**src/hds_pkg.sv**
```systemverilog
// Shared widths, register indexes and the per-word tag type for the heat
// diffusion stencil block. No dependencies.
package hds_pkg;

  localparam int VAL_W  = 15;   // unsigned Q7.8 cell value
  localparam int POS_W  = 5;    // row and column index
  localparam int GS_W   = 6;    // grid_size register
  localparam int PHI_W  = 15;   // phi_coeff register, Q0.16
  localparam int LAP_W  = 18;   // signed five-point laplacian
  localparam int PROD_W = 34;   // signed phi * laplacian
  localparam int SUM_W  = 36;   // signed pre-round accumulator
  localparam int CFG_IW = 1;    // configuration register index width

  localparam logic [CFG_IW-1:0] REG_GRID_SIZE = 1'd0;
  localparam logic [CFG_IW-1:0] REG_PHI_COEFF = 1'd1;

  localparam logic [GS_W-1:0]  GRID_SIZE_RST = 6'd10;
  localparam logic [PHI_W-1:0] PHI_COEFF_RST = 15'd15729;
  localparam logic [GS_W-1:0]  GRID_MIN      = 6'd3;

  localparam logic [1:0] BANK_0 = 2'd0;
  localparam logic [1:0] BANK_1 = 2'd1;
  localparam logic [1:0] BANK_2 = 2'd2;

  // Travels with every word through the pipeline.
  typedef struct packed {
    logic             emit;   // word produces a result
    logic             pass;   // edge cell: value passes unchanged
    logic [POS_W-1:0] row;
    logic [POS_W-1:0] col;
    logic             last;   // last result caused by its input word
    logic             done;   // final cell of the grid
  } tag_t;

endpackage

```
**src/heat_diffusion_stencil_pass_top.sv**
```systemverilog
// Five-point heat diffusion stencil, one explicit time step per grid pass.
// Depends on hds_pkg for widths, register indexes and the tag type.
//
// Usage:
//   s_axis carries old cell values in raster order, one word per cell.
//   m_axis carries the updated cells: tdata = {col, row, value}, tlast marks
//   the last result caused by an input word, tuser marks the final cell.
//   Cell (r-1, c) comes out for input cell (r, c); the first row gives no
//   results. The last input of the grid also emits the whole last row.
//   Configure through cfg_wr_en/cfg_index/cfg_data only while idle; a write
//   of grid_size restarts the pass at cell (0, 0).
// Throughput: one word per cycle while m_axis accepts. After the last cell of a
//   grid the block reads the last row back from line memory and holds
//   s_axis_tready low until that row has been read.
// Pipeline: memory read, laplacian, multiply, then round/saturate into the
//   output register.
// The three line buffers share one memory with one write and two read
//   ports; row roles rotate through bank pointers instead of copying.
// Stall: a register plus skid output stage; the pipeline keeps going until
//   a result lands in the skid entry, then all stages hold.
// Reset: clears counters, bank pointers, valids and restores the register
//   defaults; line memory contents stay undefined until written.
module heat_diffusion_stencil_pass_top
  import hds_pkg::*;
#(
  parameter int MAX_GRID = 32
) (
  input  logic              clk,
  input  logic              rst,
  input  logic              cfg_wr_en,
  input  logic [CFG_IW-1:0] cfg_index,
  input  logic [PHI_W-1:0]  cfg_data,
  input  logic              s_axis_tvalid,
  output logic              s_axis_tready,
  input  logic [15:0]       s_axis_tdata,   // [14:0] cell_value
  output logic              m_axis_tvalid,
  input  logic              m_axis_tready,
  output logic [31:0]       m_axis_tdata,   // [14:0] new_value, [19:15] out_row,
                                            // [24:20] out_col
  output logic              m_axis_tlast,   // last_of_run
  output logic              m_axis_tuser    // grid_done
);

  localparam int LIM   = (MAX_GRID < 32) ? MAX_GRID : 32;
  localparam int AW    = $clog2(LIM);
  localparam int DEPTH = 4 << AW;

  // configuration
  logic [GS_W-1:0]  grid_size;
  logic [PHI_W-1:0] phi_coeff;

  // position and row bank pointers
  logic [POS_W-1:0] row_count;
  logic [POS_W-1:0] col_count;
  logic [1:0]       in_bank;
  logic [1:0]       mid_bank;
  logic [1:0]       ab_bank;
  logic             flushing;
  logic [POS_W-1:0] fcol;

  // line memory
  logic [VAL_W-1:0] mem [DEPTH];
  logic [VAL_W-1:0] rd_a;
  logic [VAL_W-1:0] rd_b;

  // stage B: read data present
  logic             b_vld;
  tag_t             b_tag;
  logic             b_use_a;
  logic [VAL_W-1:0] b_dn;
  logic [VAL_W-1:0] m0;      // middle row, column c-1
  logic [VAL_W-1:0] m1;      // middle row, column c

  // stage C: laplacian
  logic                    c_vld;
  tag_t                    c_tag;
  logic [VAL_W-1:0]        c_mid;
  logic signed [LAP_W-1:0] c_lap;

  // stage D: product
  logic                     d_vld;
  tag_t                     d_tag;
  logic [VAL_W-1:0]         d_mid;
  logic signed [PROD_W-1:0] d_prod;

  // output register and skid
  logic             o_vld;
  tag_t             o_tag;
  logic [VAL_W-1:0] o_val;
  logic             s_vld;
  tag_t             s_tag;
  logic [VAL_W-1:0] s_val;

  // combinational
  logic [GS_W-1:0]  n_eff;
  logic [POS_W-1:0] n_m1;
  logic [POS_W-1:0] rr;
  logic [POS_W-1:0] cc;
  logic [POS_W-1:0] cc_nxt;
  logic             pipe_go;
  logic             accept;
  logic             flush_go;
  logic             rd_en;
  logic             row_end;
  logic             grid_end;
  logic [AW+1:0]    addr_a;
  logic [AW+1:0]    addr_b;
  logic [AW+1:0]    addr_w;
  tag_t             a_tag;
  logic [VAL_W-1:0] b_mid;
  logic [VAL_W+1:0] nb_sum;
  logic signed [SUM_W-1:0] t_sum;
  logic [VAL_W-1:0] d_val;
  logic             d_new;

  // Clamp the grid size to the supported range.
  always_comb begin
    if (grid_size < GRID_MIN) begin
      n_eff = GRID_MIN;
    end else if (grid_size > GS_W'(LIM)) begin
      n_eff = GS_W'(LIM);
    end else begin
      n_eff = grid_size;
    end
    n_m1 = POS_W'(n_eff - 6'd1);
  end

  // Restart at the origin if the counters ever fall outside the grid.
  always_comb begin
    if ({1'b0, row_count} >= n_eff || {1'b0, col_count} >= n_eff) begin
      rr = '0;
      cc = '0;
    end else begin
      rr = row_count;
      cc = col_count;
    end
    row_end  = (cc == n_m1);
    grid_end = row_end && (rr == n_m1);
    cc_nxt   = row_end ? cc : cc + 5'd1;
  end

  assign pipe_go       = !s_vld;
  assign s_axis_tready = pipe_go && !flushing;
  assign accept        = s_axis_tvalid && s_axis_tready;
  assign flush_go      = flushing && pipe_go;
  assign rd_en         = accept || flush_go;

  // Port A: above row at c, or middle row at column 0, or the flush column.
  // Port B: middle row one column ahead.
  always_comb begin
    if (flushing) begin
      addr_a = {in_bank, AW'(fcol)};
    end else if (cc == '0) begin
      addr_a = {mid_bank, AW'(cc)};
    end else begin
      addr_a = {ab_bank, AW'(cc)};
    end
    addr_b = {mid_bank, AW'(cc_nxt)};
    addr_w = {in_bank, AW'(cc)};
  end

  always_ff @(posedge clk) begin
    if (accept) begin
      mem[addr_w] <= s_axis_tdata[VAL_W-1:0];
    end
    if (rd_en) begin
      rd_a <= mem[addr_a];
      rd_b <= mem[addr_b];
    end
  end

  // Tag for the word entering stage B.
  always_comb begin
    if (flushing) begin
      a_tag.emit = 1'b1;
      a_tag.pass = 1'b1;
      a_tag.row  = n_m1;
      a_tag.col  = fcol;
      a_tag.last = (fcol == n_m1);
      a_tag.done = (fcol == n_m1);
    end else begin
      a_tag.emit = (rr != '0);
      a_tag.pass = (rr == 5'd1) || (cc == '0) || row_end;
      a_tag.row  = rr - 5'd1;
      a_tag.col  = cc;
      a_tag.last = !grid_end;
      a_tag.done = 1'b0;
    end
  end

  // Configuration, counters, bank rotation and last-row flush.
  always_ff @(posedge clk) begin
    if (rst) begin
      grid_size <= GRID_SIZE_RST;
      phi_coeff <= PHI_COEFF_RST;
      row_count <= '0;
      col_count <= '0;
      in_bank   <= BANK_0;
      mid_bank  <= BANK_1;
      ab_bank   <= BANK_2;
      flushing  <= 1'b0;
      fcol      <= '0;
    end else if (cfg_wr_en) begin
      unique case (cfg_index)
        REG_GRID_SIZE: begin
          grid_size <= cfg_data[GS_W-1:0];
          row_count <= '0;
          col_count <= '0;
        end
        REG_PHI_COEFF: phi_coeff <= cfg_data;
        default: ;
      endcase
    end else if (flush_go) begin
      fcol <= fcol + 5'd1;
      if (fcol == n_m1) begin
        flushing <= 1'b0;
      end
    end else if (accept) begin
      if (grid_end) begin
        row_count <= '0;
        col_count <= '0;
        flushing  <= 1'b1;
        fcol      <= '0;
      end else if (row_end) begin
        // rotate: incoming becomes middle, middle becomes above
        ab_bank   <= mid_bank;
        mid_bank  <= in_bank;
        in_bank   <= ab_bank;
        row_count <= rr + 5'd1;
        col_count <= '0;
      end else begin
        row_count <= rr;
        col_count <= cc + 5'd1;
      end
    end
  end

  // Stage B: hold read data alongside the word, track the middle-row taps.
  always_ff @(posedge clk) begin
    if (rst) begin
      b_vld <= 1'b0;
    end else if (pipe_go) begin
      b_vld <= rd_en;
    end
  end

  always_ff @(posedge clk) begin
    if (pipe_go && rd_en) begin
      b_tag   <= a_tag;
      b_use_a <= flushing || (cc == '0);
      b_dn    <= s_axis_tdata[VAL_W-1:0];
    end
    if (pipe_go && b_vld) begin
      m0 <= b_use_a ? rd_a : m1;
      m1 <= rd_b;
    end
  end

  assign b_mid  = b_use_a ? rd_a : m1;
  assign nb_sum = {2'b0, rd_a} + {2'b0, b_dn} + {2'b0, m0} + {2'b0, rd_b};

  // Stage C: laplacian.
  always_ff @(posedge clk) begin
    if (rst) begin
      c_vld <= 1'b0;
    end else if (pipe_go) begin
      c_vld <= b_vld;
    end
  end

  always_ff @(posedge clk) begin
    if (pipe_go && b_vld) begin
      c_tag <= b_tag;
      c_mid <= b_mid;
      c_lap <= $signed({1'b0, nb_sum}) - $signed({1'b0, b_mid, 2'b00});
    end
  end

  // Stage D: phi times laplacian.
  always_ff @(posedge clk) begin
    if (rst) begin
      d_vld <= 1'b0;
    end else if (pipe_go) begin
      d_vld <= c_vld;
    end
  end

  always_ff @(posedge clk) begin
    if (pipe_go && c_vld) begin
      d_tag  <= c_tag;
      d_mid  <= c_mid;
      d_prod <= $signed({1'b0, phi_coeff}) * c_lap;
    end
  end

  // Round half up, drop 16 fraction bits, saturate to 0..32767; edge cells pass unchanged.
  always_comb begin
    t_sum = $signed({5'b0, d_mid, 16'b0}) + SUM_W'(d_prod) + 36'sd32768;
    if (d_tag.pass) begin
      d_val = d_mid;
    end else if (t_sum[SUM_W-1]) begin
      d_val = '0;
    end else if (|t_sum[SUM_W-2:31]) begin
      d_val = '1;
    end else begin
      d_val = t_sum[30:16];
    end
    d_new = pipe_go && d_vld && d_tag.emit;
  end

  // Output register with skid entry.
  always_ff @(posedge clk) begin
    if (rst) begin
      o_vld <= 1'b0;
      s_vld <= 1'b0;
    end else if (o_vld && m_axis_tready) begin
      if (s_vld) begin
        s_vld <= 1'b0;
      end else begin
        o_vld <= d_new;
      end
    end else if (!o_vld) begin
      o_vld <= d_new;
    end else if (d_new) begin
      s_vld <= 1'b1;
    end
  end

  always_ff @(posedge clk) begin
    if (o_vld && m_axis_tready && s_vld) begin
      o_tag <= s_tag;
      o_val <= s_val;
    end else if ((!o_vld || m_axis_tready) && d_new) begin
      o_tag <= d_tag;
      o_val <= d_val;
    end
    if (o_vld && !m_axis_tready && d_new) begin
      s_tag <= d_tag;
      s_val <= d_val;
    end
  end

  assign m_axis_tvalid = o_vld;
  assign m_axis_tdata  = {7'b0, o_tag.col, o_tag.row, o_val};
  assign m_axis_tlast  = o_tag.last;
  assign m_axis_tuser  = o_tag.done;

endmodule

```
**config.mk**
```make
export PLATFORM = sky130hd
export DESIGN_NAME = heat_diffusion_stencil_pass_top
export DESIGN_NICKNAME = d
export VERILOG_FILES = /design/src/hds_pkg.sv /design/src/heat_diffusion_stencil_pass_top.sv
export SDC_FILE = /design/constraint.sdc
export NUM_CORES = 2
export LEC_CHECK = 0
export BUFFER_PORTS_ARGS = -buffer_cell sky130_fd_sc_hd__buf_2
export CAP_MARGIN = 20
export CORE_MARGIN = 1
export CORE_UTILIZATION = 28
export DETAILED_ROUTE_END_ITERATION = 8
export PLACE_DENSITY = 0.43
export SYNTH_ARGS = -nofsm -noshare
export SYNTH_HDL_FRONTEND = slang
export SYNTH_SLANG_ARGS = --single-unit
```
**constraint.sdc**
```tcl
create_clock -name clk -period 6.2 [get_ports clk]
set_input_delay 1.24 -clock clk [delete_from_list [all_inputs] [get_ports clk]]
set_output_delay 1.24 -clock clk [all_outputs]
set_load 0.03 [all_outputs]
```
==> flow_metrics.env <==
export IMPL_die_x_um=637
export IMPL_worstSetupPathType="reg2reg"
export IMPL_grt_ovfl_total=0
export IMPL_fin_crit_ns=6.45
export IMPL_final_cell_mix="edfxtp_1, mux4_2, nand2_1"
export IMPL_die_area_mm2=0.405
export IMPL_finalCritPeriodShare=1.04
export IMPL_fin_ws_ns=-0.246
export IMPL_synth_flop_cell="edfxtp_1"
export IMPL_synth_top_cell_area_share=0.571
export IMPL_p_seq_frac=0.208
export IMPL_postSynthCellCount=7160
export IMPL_cp_slowest_stage_delay_ns=0.53
export IMPL_hold_class="reg2reg"
export IMPL_htreeDepth=5
export IMPL_place_inst=12700
export IMPL_fin_skew_ns=0.0500
export IMPL_gp_congestion=0.912
export IMPL_crit_fanout=3
export IMPL_relSlewSlack=0.257
export IMPL_port_buffers=64
export IMPL_cp_end_kind="flop"
export IMPL_ant_nets=0
export IMPL_drc=0
export IMPL_cp_slowest_cell="fa_1"
export IMPL_insertion_delay_ns=0.94
export IMPL_viasPerCell=5.33
export IMPL_drv_cap=0
export IMPL_wl_mm=417
export IMPL_clock_power_share=0.172
export IMPL_num_rows=232
export IMPL_finalCoreUtilization=0.335
export IMPL_cts_buffer_depth=4
export IMPL_power_switching_uw=34600
export IMPL_synth_edff_count=2144
export IMPL_track_usage=0.201
export IMPL_arrival_ns=7.09
export IMPL_tightest_slew_ns=1.12
export IMPL_cts_tree="done"
export IMPL_switching_share=0.381
export IMPL_grt_pass1_vias=71500
export IMPL_start_kind="flop"
export IMPL_yosys_area_top_type="edfxtp_1"
export IMPL_vias=70600
export IMPL_routedWlPerCell_um=31.5
export IMPL_comb_power_share=0.620
export IMPL_synth_cell_type_count=83
export IMPL_drtIter0Drc=7994
export IMPL_cts_sinks=2192
export IMPL_dieHeight_um=637
export IMPL_final_nets=8273
export IMPL_postSynthAreaPerCell_um2=15.7
export IMPL_violations="negative setup slack"
export IMPL_slew_viol_final=0
export IMPL_numCtsBuffers=271
export IMPL_synth_warnings=0
export IMPL_final_hold_viol_count=0
export IMPL_grt_setup_unrepaired="true"
export IMPL_grt_start_max_net_pins=97
export IMPL_status="finished, violations left"
export IMPL_ir_drop_uv=3510
export IMPL_clk_pin_slew_ns=0.06
export IMPL_fmax_mhz=155
export IMPL_ys_async_sr_fraction=0
export IMPL_place_hpwl_mm=291
export IMPL_coreArea_mm2=0.400
export IMPL_setup_viol=9
export IMPL_ys_seq_area_frac=0.579
export IMPL_powerDensity_mw_per_mm2=677
export IMPL_busiest_layer="met2"
export IMPL_synthTopCellsByArea="edfxtp_1, mux4_2, fa_1"
export IMPL_syn_area_mm2=0.113
export IMPL_cts_root_buf="clkbuf_16"
export IMPL_synth_seq_cells=2192
export IMPL_num_io_pins=73
export IMPL_final_common_cell="edfxtp_1"
export IMPL_use_met1=0.280
export IMPL_crit_required_ns=6.85
export IMPL_use_met2=0.319
export IMPL_antenna_found_initial=32
export IMPL_internal_power_uw=56200
export IMPL_grt_first_pass_wirelength_mm=581
export IMPL_layout_drive_gt1_share=0.285
export IMPL_leakagePower_uw=0.0446
export IMPL_first_pass_iters=6
export IMPL_start_util=0.282
export IMPL_crit_top_cell="fa_1"
export IMPL_area_delta_synth_final_pct=18.8
export IMPL_grt_util_met3=0.0323
export IMPL_final_cells=13300
## per-stage QoR
stage,total power [uW],cell area (um2),worst slack [ns],hold slack (ns),setup TNS [ns]
after floorplan,52700,113000,0.00581,0.400,0
after global placement,71300,125000,-0.800,0.403,-7.46
after detailed placement,71000,125000,-0.750,0.405,-7.42
after CTS,89400,134000,-0.358,0.418,-1.96
after global routing,98200,134000,-0.560,0.427,-4.52
final,90800,134000,-0.246,0.412,-1.40
## path summary, 6_finish.rpt
check	slack, ns	end	cells past startpoint	start
min	0.41	d_tag[7]	0	c_tag[7]
max	-0.25	d_prod[32]	25	c_lap[8]
max reg2reg	-0.25	d_prod[32]	25	c_lap[8]
min reg2reg	0.41	d_tag[7]	0	c_tag[7]
## state kept, by name, indices dropped and copies added, names as in the netlist, 15 cells and up
name,flops
b_dn,15
phi_coeff,15
rd_b,15
o_val,15
d_mid,15
c_mid,15
d_prod,19
rd_a,15
mem,1920
c_lap,18
m1,15
s_val,15
## worst max-delay path: cells and delay by family, from the launching register on
kind / cells / cell delay, ns
AOI/OAI and AO/OA: 5 / 0.58
buffers and inverters: 8 / 0.84
adders and majority gates: 7 / 3.19
and+or+nand+nor: 4 / 1.00
xor gates and xnor gates: 1 / 0.13
DFF: 1 / 0.47
## kinds of logic (layout without fill, tap and decap cells)
| family | count (synthesis) | count (layout) | share of synthesized area |
|---|---|---|---|
| and+or+nand+nor | 1595 | 1595 | 0.0644 |
| xor gates and xnor gates | 65 | 65 | 0.00505 |
| adders and majority gates | 453 | 453 | 0.0712 |
| DFF | 2192 | 2192 | 0.579 |
| other | 1 | 9 | 0.0000333 |
| buffers and inverters | 919 | 1741 | 0.0340 |
| AOI/OAI and AO/OA | 768 | 768 | 0.0482 |
| muxes | 1167 | 1167 | 0.198 |
## area by class of cell
class,instances,area (um2)
fillers,38600,266000
flip-flops and latches,2192,65400
multi-input cells,4055,44300
repair buffers,843,7650
clock buffers,328,7080
well taps,5265,6590
inverters,420,1590
clock inverters,150,1410
diodes,2,5.00
## routing by layer
layer  wire (um)  up-vias  share of wire
met5          72        -        0.00017
met4       16500       12          0.040
met3       29900      582          0.072
met2      193000     2923           0.46
met1      178000    37900           0.43
li1            -    29300              -
## power groups by stage
stage          clock, uW  combinational [uW]  sequential (uW)
2_1_floorplan          0               33400            19300
3_3_place_gp           0               52200            19100
3_5_place_dp           0               51800            19100
4_1_cts            15900               54700            18800
5_1_grt            16400               63100            18800
6_report           15600               56300            18900
## synth_stat cells, drive strengths merged (58+ instances only)
master	count
fa	314
a21oi	148
and2	125
mux4	842
edfxtp	2144
o21ai	76
inv	419
buf	255
nand2	743
and3	59
o22ai	153
nor2	286
nand3	160
clkbuf	244
mux2i	267
ha	139
mux2	58
## repair_timing
item / CTS / global route
gates resized for setup: 55 / 50
pin swaps: 26 / 33
hold buffers: 0 / 0
buffers inserted: 12 / 12
cloned: 0 / 2
setup endpoints to repair: 27 / 30
Power figures use the tool's default switching activity.
